**src/rtl/asoa_pkg.sv**
```systemverilog
// Shared types, constants and helpers for the ADC scan oversample average block.
package asoa_pkg;

  localparam int unsigned SAMPLE_SHIFT_DEF = 4;
  localparam int unsigned SLOTS_DEF        = 8;

  localparam int unsigned SAMPLE_W    = 10;
  localparam int unsigned RSLOT_W     = 3;
  localparam int unsigned CODE_W      = 5;
  localparam int unsigned TABLE_CODES = 8;
  localparam int unsigned TABLE_W     = CODE_W * TABLE_CODES;
  localparam int unsigned CH_W        = 4;
  localparam int unsigned SLOT_IDX_W  = 4;   // covers the largest slot count
  localparam int unsigned APB_DATA_W  = 64;
  localparam int unsigned APB_ADDR_W  = 4;

  // Register index, taken from paddr[3] (8-byte stride)
  localparam logic REG_CHANNELS  = 1'b0;
  localparam logic REG_MUX_TABLE = 1'b1;

  typedef enum logic {
    MODE_CONVERT = 1'b0,
    MODE_READ    = 1'b1
  } mode_e;

  typedef struct packed {
    logic [CH_W-1:0]    channels_in_use;
    logic [TABLE_W-1:0] mux_table;
  } cfg_t;

  typedef struct packed {
    logic                mode;
    logic [SAMPLE_W-1:0] sample_value;
    logic [RSLOT_W-1:0]  read_slot;
    logic                converter_busy;
  } in_item_t;

  typedef struct packed {
    logic [SAMPLE_W-1:0] read_value;
    logic                start_conversion;
    logic                average_stored;
    logic [CODE_W-1:0]   mux_select;
  } out_item_t;

  // Mux code of a slot; slots without a table entry give zero.
  function automatic logic [CODE_W-1:0] mux_code(input logic [TABLE_W-1:0]    tbl,
                                                input logic [SLOT_IDX_W-1:0] slot);
    logic [CODE_W-1:0] code;
    code = '0;
    if (!slot[SLOT_IDX_W-1]) begin
      code = tbl[slot[SLOT_IDX_W-2:0] * CODE_W +: CODE_W];
    end
    return code;
  endfunction

endpackage

```
**src/rtl/asoa_in_if.sv**
```systemverilog
// Input channel: conversion or read transaction.
interface asoa_in_if;
  logic                          valid;
  logic                          ready;
  logic                          mode;
  logic [asoa_pkg::SAMPLE_W-1:0] sample_value;
  logic [asoa_pkg::RSLOT_W-1:0]  read_slot;
  logic                          converter_busy;

  modport source (output valid, mode, sample_value, read_slot, converter_busy, input ready);
  modport sink   (input valid, mode, sample_value, read_slot, converter_busy, output ready);
endinterface

```
**src/rtl/asoa_out_if.sv**
```systemverilog
// Output channel: one result transaction per input transaction.
interface asoa_out_if;
  logic                          valid;
  logic                          ready;
  logic [asoa_pkg::SAMPLE_W-1:0] read_value;
  logic                          start_conversion;
  logic                          average_stored;
  logic [asoa_pkg::CODE_W-1:0]   mux_select;

  modport source (output valid, read_value, start_conversion, average_stored, mux_select,
                  input ready);
  modport sink   (input valid, read_value, start_conversion, average_stored, mux_select,
                  output ready);
endinterface

```
**src/rtl/asoa_cfg_regs.sv**
```systemverilog
// APB configuration registers: channel count and packed mux code table.
module asoa_cfg_regs (
  input  logic                                clk_i,
  input  logic                                rst_ni,
  input  logic                                psel,
  input  logic                                penable,
  input  logic                                pwrite,
  input  logic [asoa_pkg::APB_ADDR_W-1:0]     paddr,
  input  logic [asoa_pkg::APB_DATA_W-1:0]     pwdata,
  output logic [asoa_pkg::APB_DATA_W-1:0]     prdata,
  output logic                                pready,
  output asoa_pkg::cfg_t                      cfg_o
);
  import asoa_pkg::*;

  cfg_t cfg_q;
  logic wr_en;

  assign pready = 1'b1;
  assign wr_en  = psel & penable & pwrite & pready;

  always_ff @(posedge clk_i or negedge rst_ni) begin
    if (!rst_ni) begin
      cfg_q.channels_in_use <= CH_W'(1);
      cfg_q.mux_table       <= '0;
    end else if (wr_en) begin
      case (paddr[3])
        REG_CHANNELS:  cfg_q.channels_in_use <= pwdata[CH_W-1:0];
        REG_MUX_TABLE: cfg_q.mux_table       <= pwdata[TABLE_W-1:0];
        default: ;
      endcase
    end
  end

  always_comb begin
    case (paddr[3])
      REG_CHANNELS:  prdata = APB_DATA_W'(cfg_q.channels_in_use);
      REG_MUX_TABLE: prdata = APB_DATA_W'(cfg_q.mux_table);
      default:       prdata = '0;
    endcase
  end

  assign cfg_o = cfg_q;
endmodule

```
**src/rtl/asoa_core.sv**
```systemverilog
// Scan state (accumulator, count, slot, averages) and per-transaction result logic.
module asoa_core #(
  parameter int unsigned SAMPLE_SHIFT = asoa_pkg::SAMPLE_SHIFT_DEF,
  parameter int unsigned SLOTS        = asoa_pkg::SLOTS_DEF
) (
  input  logic                clk_i,
  input  logic                rst_ni,
  input  logic                fire_i,
  input  asoa_pkg::in_item_t  item_i,
  input  asoa_pkg::cfg_t      cfg_i,
  output asoa_pkg::out_item_t result_o
);
  import asoa_pkg::*;

  localparam int unsigned ACC_W  = SAMPLE_W + SAMPLE_SHIFT;
  localparam int unsigned CNT_W  = SAMPLE_SHIFT + 1;
  localparam int unsigned SLOT_W = (SLOTS > 1) ? $clog2(SLOTS) : 1;
  localparam int unsigned LIM_W  = CH_W + 1;

  logic [ACC_W-1:0]    acc_q, acc_d;
  logic [CNT_W-1:0]    cnt_q, cnt_d;
  logic [SLOT_W-1:0]   slot_q, slot_d;
  logic [SAMPLE_W-1:0] avg_q [SLOTS];

  logic [LIM_W-1:0]    limit;
  logic [LIM_W-1:0]    slot_inc;
  logic [LIM_W-1:0]    rslot_ext;
  logic                rslot_ok;
  logic                is_read;
  logic                store;
  logic [SAMPLE_W-1:0] avg_new;

  assign is_read = (item_i.mode == MODE_READ);
  // count reaches 2^SHIFT exactly when its top bit sets
  assign store   = !is_read && cnt_q[CNT_W-1];
  assign avg_new = acc_q[ACC_W-1 -: SAMPLE_W];

  // zero channels acts as one, more than SLOTS acts as SLOTS
  always_comb begin
    if (cfg_i.channels_in_use == '0) begin
      limit = LIM_W'(1);
    end else if (LIM_W'(cfg_i.channels_in_use) > LIM_W'(SLOTS)) begin
      limit = LIM_W'(SLOTS);
    end else begin
      limit = LIM_W'(cfg_i.channels_in_use);
    end
  end

  assign slot_inc = LIM_W'(slot_q) + LIM_W'(1);

  always_comb begin
    acc_d  = acc_q;
    cnt_d  = cnt_q;
    slot_d = slot_q;
    if (!is_read) begin
      if (store) begin
        acc_d  = '0;
        cnt_d  = '0;
        slot_d = (slot_inc < limit) ? slot_inc[SLOT_W-1:0] : '0;
      end else begin
        acc_d = acc_q + ACC_W'(item_i.sample_value);
        cnt_d = cnt_q + CNT_W'(1);
      end
    end
  end

  always_ff @(posedge clk_i or negedge rst_ni) begin
    if (!rst_ni) begin
      acc_q  <= '0;
      cnt_q  <= '0;
      slot_q <= '0;
    end else if (fire_i) begin
      acc_q  <= acc_d;
      cnt_q  <= cnt_d;
      slot_q <= slot_d;
    end
  end

  always_ff @(posedge clk_i or negedge rst_ni) begin
    if (!rst_ni) begin
      for (int i = 0; i < SLOTS; i++) begin
        avg_q[i] <= '0;
      end
    end else if (fire_i && store) begin
      avg_q[slot_q] <= avg_new;
    end
  end

  assign rslot_ext = LIM_W'(item_i.read_slot);
  assign rslot_ok  = rslot_ext < LIM_W'(SLOTS);

  always_comb begin
    result_o.read_value       = '0;
    result_o.start_conversion = 1'b0;
    result_o.average_stored   = store;
    if (is_read) begin
      result_o.read_value       = rslot_ok ? avg_q[rslot_ext[SLOT_W-1:0]] : '0;
      result_o.start_conversion = !item_i.converter_busy;
    end
    result_o.mux_select = mux_code(cfg_i.mux_table, SLOT_IDX_W'(slot_d));
  end
endmodule

```
**src/rtl/adc_scan_oversample_average_top.sv**
```systemverilog
// Top level of the ADC round-robin scan with oversampling average.
//
//   channel  | dir | payload                                              | handshake
//   ---------+-----+------------------------------------------------------+----------------
//   in_ch    | in  | mode, sample_value, read_slot, converter_busy        | valid/ready
//   out_ch   | out | read_value, start_conversion, average_stored,        | valid/ready
//            |     | mux_select                                           |
//   APB      | in  | channels_in_use @0x0, mux_table @0x8 (64-bit data)    | psel/penable
//
// One transaction per cycle sustained while out_ch is ready; a result is presented on out_ch
// after its transaction passes the input register, then the result register.
// The accumulate/store update in asoa_core never holds the flow of transactions.
// Reset clears the scan state, all slot averages and the pipeline valid flags.
// A stalled output holds its result; one further transaction is taken into the
// input register, after which in_ch.ready drops until the output drains.
module adc_scan_oversample_average_top #(
  parameter int unsigned SAMPLE_SHIFT = asoa_pkg::SAMPLE_SHIFT_DEF,
  parameter int unsigned SLOTS        = asoa_pkg::SLOTS_DEF
) (
  input  logic                            clk_i,
  input  logic                            rst_ni,
  asoa_in_if.sink                         in_ch,
  asoa_out_if.source                      out_ch,
  input  logic                            psel,
  input  logic                            penable,
  input  logic                            pwrite,
  input  logic [asoa_pkg::APB_ADDR_W-1:0] paddr,
  input  logic [asoa_pkg::APB_DATA_W-1:0] pwdata,
  output logic [asoa_pkg::APB_DATA_W-1:0] prdata,
  output logic                            pready
);
  import asoa_pkg::*;

  cfg_t      cfg;
  in_item_t  in_q;
  logic      in_vld_q;
  out_item_t res;
  out_item_t out_q;
  logic      out_vld_q;
  logic      advance;   // result register free to take the next result
  logic      fire;      // input register transaction is processed this cycle
  logic      in_take;

  asoa_cfg_regs u_cfg (
    .clk_i   (clk_i),
    .rst_ni  (rst_ni),
    .psel    (psel),
    .penable (penable),
    .pwrite  (pwrite),
    .paddr   (paddr),
    .pwdata  (pwdata),
    .prdata  (prdata),
    .pready  (pready),
    .cfg_o   (cfg)
  );

  assign advance     = !out_vld_q || out_ch.ready;
  assign fire        = in_vld_q && advance;
  assign in_ch.ready = !in_vld_q || advance;
  assign in_take     = in_ch.valid && in_ch.ready;

  // input register
  always_ff @(posedge clk_i or negedge rst_ni) begin
    if (!rst_ni) begin
      in_vld_q <= 1'b0;
    end else if (in_ch.ready) begin
      in_vld_q <= in_ch.valid;
    end
  end

  always_ff @(posedge clk_i) begin
    if (in_take) begin
      in_q.mode           <= in_ch.mode;
      in_q.sample_value   <= in_ch.sample_value;
      in_q.read_slot      <= in_ch.read_slot;
      in_q.converter_busy <= in_ch.converter_busy;
    end
  end

  asoa_core #(
    .SAMPLE_SHIFT (SAMPLE_SHIFT),
    .SLOTS        (SLOTS)
  ) u_core (
    .clk_i    (clk_i),
    .rst_ni   (rst_ni),
    .fire_i   (fire),
    .item_i   (in_q),
    .cfg_i    (cfg),
    .result_o (res)
  );

  // result register
  always_ff @(posedge clk_i or negedge rst_ni) begin
    if (!rst_ni) begin
      out_vld_q <= 1'b0;
    end else if (advance) begin
      out_vld_q <= in_vld_q;
    end
  end

  always_ff @(posedge clk_i) begin
    if (fire) begin
      out_q <= res;
    end
  end

  assign out_ch.valid            = out_vld_q;
  assign out_ch.read_value       = out_q.read_value;
  assign out_ch.start_conversion = out_q.start_conversion;
  assign out_ch.average_stored   = out_q.average_stored;
  assign out_ch.mux_select       = out_q.mux_select;
endmodule

```
**src/flat_wrapper.sv**
```systemverilog
// flat-port wrapper written by rule: the top's interface ports become plain ports
module adc_scan_oversample_average_top_flat import asoa_pkg::*;
#(
  parameter int unsigned SAMPLE_SHIFT = asoa_pkg::SAMPLE_SHIFT_DEF,
  parameter int unsigned SLOTS        = asoa_pkg::SLOTS_DEF
)
  (clk_i, rst_ni, psel, penable, pwrite, paddr, pwdata, prdata, pready, in_ch_valid, in_ch_mode, in_ch_sample_value, in_ch_read_slot, in_ch_converter_busy, in_ch_ready, out_ch_valid, out_ch_read_value, out_ch_start_conversion, out_ch_average_stored, out_ch_mux_select, out_ch_ready);
  asoa_in_if in_ch_i ();
  asoa_out_if out_ch_i ();
  input  logic clk_i;
  input  logic rst_ni;
  input  logic psel;
  input  logic penable;
  input  logic pwrite;
  input  logic [asoa_pkg::APB_ADDR_W-1:0] paddr;
  input  logic [asoa_pkg::APB_DATA_W-1:0] pwdata;
  output logic [asoa_pkg::APB_DATA_W-1:0] prdata;
  output logic pready;
  input wire logic [$bits(in_ch_i.valid)-1:0] in_ch_valid;
  input wire logic [$bits(in_ch_i.mode)-1:0] in_ch_mode;
  input wire logic [$bits(in_ch_i.sample_value)-1:0] in_ch_sample_value;
  input wire logic [$bits(in_ch_i.read_slot)-1:0] in_ch_read_slot;
  input wire logic [$bits(in_ch_i.converter_busy)-1:0] in_ch_converter_busy;
  output wire logic [$bits(in_ch_i.ready)-1:0] in_ch_ready;
  output wire logic [$bits(out_ch_i.valid)-1:0] out_ch_valid;
  output wire logic [$bits(out_ch_i.read_value)-1:0] out_ch_read_value;
  output wire logic [$bits(out_ch_i.start_conversion)-1:0] out_ch_start_conversion;
  output wire logic [$bits(out_ch_i.average_stored)-1:0] out_ch_average_stored;
  output wire logic [$bits(out_ch_i.mux_select)-1:0] out_ch_mux_select;
  input wire logic [$bits(out_ch_i.ready)-1:0] out_ch_ready;
  assign in_ch_i.valid = in_ch_valid;
  assign in_ch_i.mode = in_ch_mode;
  assign in_ch_i.sample_value = in_ch_sample_value;
  assign in_ch_i.read_slot = in_ch_read_slot;
  assign in_ch_i.converter_busy = in_ch_converter_busy;
  assign in_ch_ready = in_ch_i.ready;
  assign out_ch_valid = out_ch_i.valid;
  assign out_ch_read_value = out_ch_i.read_value;
  assign out_ch_start_conversion = out_ch_i.start_conversion;
  assign out_ch_average_stored = out_ch_i.average_stored;
  assign out_ch_mux_select = out_ch_i.mux_select;
  assign out_ch_i.ready = out_ch_ready;
  adc_scan_oversample_average_top #(.SAMPLE_SHIFT(SAMPLE_SHIFT), .SLOTS(SLOTS)) u_core (.clk_i(clk_i), .rst_ni(rst_ni), .in_ch(in_ch_i), .out_ch(out_ch_i), .psel(psel), .penable(penable), .pwrite(pwrite), .paddr(paddr), .pwdata(pwdata), .prdata(prdata), .pready(pready));
endmodule
```
**config.mk**
```make
export PLATFORM = sky130hd
export DESIGN_NAME = adc_scan_oversample_average_top_flat
export DESIGN_NICKNAME = d
export VERILOG_FILES = /design/src/rtl/asoa_pkg.sv /design/src/rtl/asoa_in_if.sv /design/src/rtl/asoa_out_if.sv /design/src/rtl/asoa_cfg_regs.sv /design/src/rtl/asoa_core.sv /design/src/rtl/adc_scan_oversample_average_top.sv /design/src/flat_wrapper.sv
export SDC_FILE = /design/constraint.sdc
export NUM_CORES = 1
export LEC_CHECK = 0
export BUFFER_PORTS_ARGS = -buffer_cell sky130_fd_sc_hd__buf_2
export CAP_MARGIN = 15
export CORE_UTILIZATION = 45
export CTS_CLUSTER_DIAMETER = 100
export DETAILED_ROUTE_END_ITERATION = 16
export PLACE_DENSITY_LB_ADDON = 0.2
export SLEW_MARGIN = 0
export SYNTH_ARGS = -nofsm -noshare
export SYNTH_HDL_FRONTEND = slang
export SYNTH_SLANG_ARGS = --single-unit
```
**constraint.sdc**
```tcl
create_clock -name clk_i -period 4.6 [get_ports clk_i]
set_input_delay 0.23 -clock clk_i [delete_from_list [all_inputs] [get_ports clk_i]]
set_output_delay 0.23 -clock clk_i [all_outputs]
set_load 0.1 [all_outputs]
```
==> results.md <==
- Tot GR Track Use: 0.1986
- Power Dens Cells: 545.5 nW/um^2
- Wire length of the first global-routing pass: 30370 um
- Antenna violations before repair: 1
- Worst R2R Path Depth: 10
- Post-CTS Setup Inserts: 0
- Leak pwr: 4.929 nW
- Slew @ Worst Pin: 1197 ps
- Rows: 51
- CORE AREA: 19460 sq um
- Pin count of the biggest net entering global routing: 108
- Via count: 5586
- RSZ-0062 raised after global routing: false
- Fill cells: 1665
- Post-synthesis sequential area ratio: 0.5233
- Routability cong.: 0.7688
- Vias per inst: 5.235
- Layout cells sized above 1: 0.4102
- Slew headroom: 0.1979
- Max-cap violations: 0
- CTS tree: built
- Avg WL per Cell: 18.00 um
- WHS Path Cells: 2
- Startpoint types: register
- Die Wd: 142.8 um
- Synth warnings: 0
- Clock transition at path regs: 70 ps
- Flop pwr share: 0.394
- Top-count cell post-synth: dfrtp_1
- Chip height: 142.8 um
- Leading area contributor after synthesis: dfrtp_1
- Cell variety after synth: 64
- Slew Limit Fails: 0
- Post-DP Area: 9658 sq um
- Crit. End Element: register
- Final Skew: 8.823 ps
- Status: finished clean
- Worst Path Buf+Inv: 0
- Commonest cells in the netlist: dfrtp_1 (147), mux2_2 (133), mux2i_1 (39), and2_1 (38), edfxtp_1 (32)
- FF+latch area: 4666 sq um
- Final non-filler cell total: 1067
- Pre-antenna DRT Iters: 5
- Grt ovf: 0
- Hold Vio Cnt, Final: 0
- Nets: 895
- Switching Share: 0.3954
- Synth top area cells: dfrtp_1 (41%), mux2_2 (17%), edfxtp_1 (11%)
- Number of placed instances, taps included: 1018
- DRC Markers: 0
- Clk_lat worst skew: 430 ps
- CTS max path bufs: 2
- Switch Pwr: 2.245 mW
- Footprint of the multi-input gates: 3974 sq um
- EDFF count, synth: 32
- Buffer type at the clock tree root: clkbuf_16
- Num CTS Buffers: 17
- CTS sink count: 180
- Worst path arrival time: 4020 ps
- Final ANT Viol Nets: 0
- Initial Utilization: 0.4581
- Vias in the first global route: 5673
- Pint: 3.433 mW
- PortBufs: 121
- Period minus WS final: 3853 ps
- Synth Register Bits: 180
- Combinational power share: 0.353
- WP depth: 10
- Fraction of registers with async set/reset: 0.8222
- Final setup fails: 0
- Synth-to-layout area growth: 16.73%
- Crit Path Class: register to register
- Hpwl dp: 12640 um
- Hold WC Path Type: input pin to register
- CP required: 4770 ps
- I/O pin cnt: 174
- Cell count after synthesis: 659
- Fin area: 10410 sq um
- Avg Cell Area, Syn: 13.53 sq um
- Crit path largest cell delay: 690 ps
- Most used DFF post-synth: dfrtp_1
- 1st-iter DRT viols: 248
- Post-CTS sizing: 0
- Crit-path most repeated cell: ha_1
- Max FO, Critical Path: 18
- Slowest-stage cell, CP: dfrtp_1
- Peak Freq: 259.5 MHz
- Total Routed Length: 19200 um
- Diode count: 0
- Post-synth top area share: 0.4126
- Tcrit/Tclk final: 0.8377
- Die area: 20380 sq um
- # H-tree levels: 4
- Syn Std Cell Area: 8916 sq um
- VDD IR-drop max: 0.2896 mV
- Clock power share: 0.253
- Setup TNS: 0 ps
- Top delay family on crit path: compound AO/OA/AOI/OAI gates
- Layout Utilization: 0.5347
- Total power: 5.678 mW
- CP cell instances: ha_1 > xor2_1 > ha_1 > a21o_1 > a211oi_4 > and2b_4 > nand2_2 > o21ai_4 > mux4_1 > a221o_1
==> power groups by stage <==
stage,clock network (mW),registers [mW],logic [mW]
final,1.44,2.24,2.00
after CTS,1.47,2.24,2.01
after global routing,1.54,2.29,2.15
after detailed placement,0,2.27,1.99
after global placement,0,2.24,1.92
after floorplan,0,2.29,1.57
==> cell type report <==
cell class,count,share of cell area
Clock buffer,17,0.04088
Clock inverter,15,0.01479
Inverter,6,0.002164
Multi-Input combinational cell,439,0.3818
Sequential cell,180,0.4483
Tap cell,265,0.03186
Timing Repair Buffer,145,0.08019
==> worst paths after layout <==
path,from,endpoint,slack (ps)
setup reg to reg,u_core.u_core.slot_q[0],u_core.out_ch.mux_select[1],750
max in group asynchronous,rst_ni,u_core.u_core.avg_q[13],2950
hold / removal,pwdata[14],u_core.u_cfg.cfg_o[14],30
setup / recovery,u_core.u_core.slot_q[0],u_core.out_ch.mux_select[1],750
min in group asynchronous,rst_ni,u_core.u_cfg.cfg_o[31],490
hold reg to reg,u_core.u_core.avg_q[52],u_core.u_core.avg_q[52],500
==> cells by family (layout without fill, tap and decap cells) <==
family          Yosys count  count (layout)  synth area share
flops                   180             180            0.5233
xor+xnor                  6               6          0.005894
fa+ha+maj                16              16           0.02330
compound gates           61              61           0.05052
buf+inv                  63             183           0.04070
other cells               2              25         0.0008423
simple gates            137             137           0.08771
mux                     194             194            0.2678
==> timing repair <==
item                                    CTS  global route
hold endpoints to repair                121             0
endpoints found under the setup margin    0             0
hold buffers                             17             0
==> sequential cells by signal (all words and copies together) (netlist names) <==
signal,count
u_core.u_core.slot_q,3
u_core.u_cfg.cfg_o,44
u_core.out_ch.valid,1
u_core.u_core.acc_q,14
u_core.in_vld_q,1
u_core.u_core.avg_q,80
u_core.out_ch.read_value,10
u_core.in_q,15
u_core.out_ch.start_conversion,1
u_core.out_ch.mux_select,5
u_core.out_ch.average_stored,1
u_core.u_core.cnt_q,5
==> metrics by stage <==
stage,hold slack (ps),setup slack [ps]
6_report,26.36,746.7
5_1_grt,13.64,551.6
4_1_cts,9.102,757.1
3_5_place_dp,408.1,779.9
3_3_place_gp,406.1,848.3
2_1_floorplan,-65.59,1291
==> cell usage in the layout (no fill, tap or decap), types with 19 or more instances in the layout <==
cell	n
and2_1	38
buf_2	120
conb_1	25
dfrtp_1	147
edfxtp_1	32
mux2_2	133
mux2i_1	39
mux4_2	21
nand2_1	29
o21ai_0	19
==> layer usage <==
metal / routed length (um) / up-vias / global-route usage
met1: 8544 / 2829 / 0.2488
met2: 9796 / 130 / 0.3493
met3: 686 / 17 / 0.04326
met4: 161 / 2 / 0.04697
li1: - / 2608 / -
met5: 12 / - / 0
Note: power is estimated with default switching activity, not from simulation.
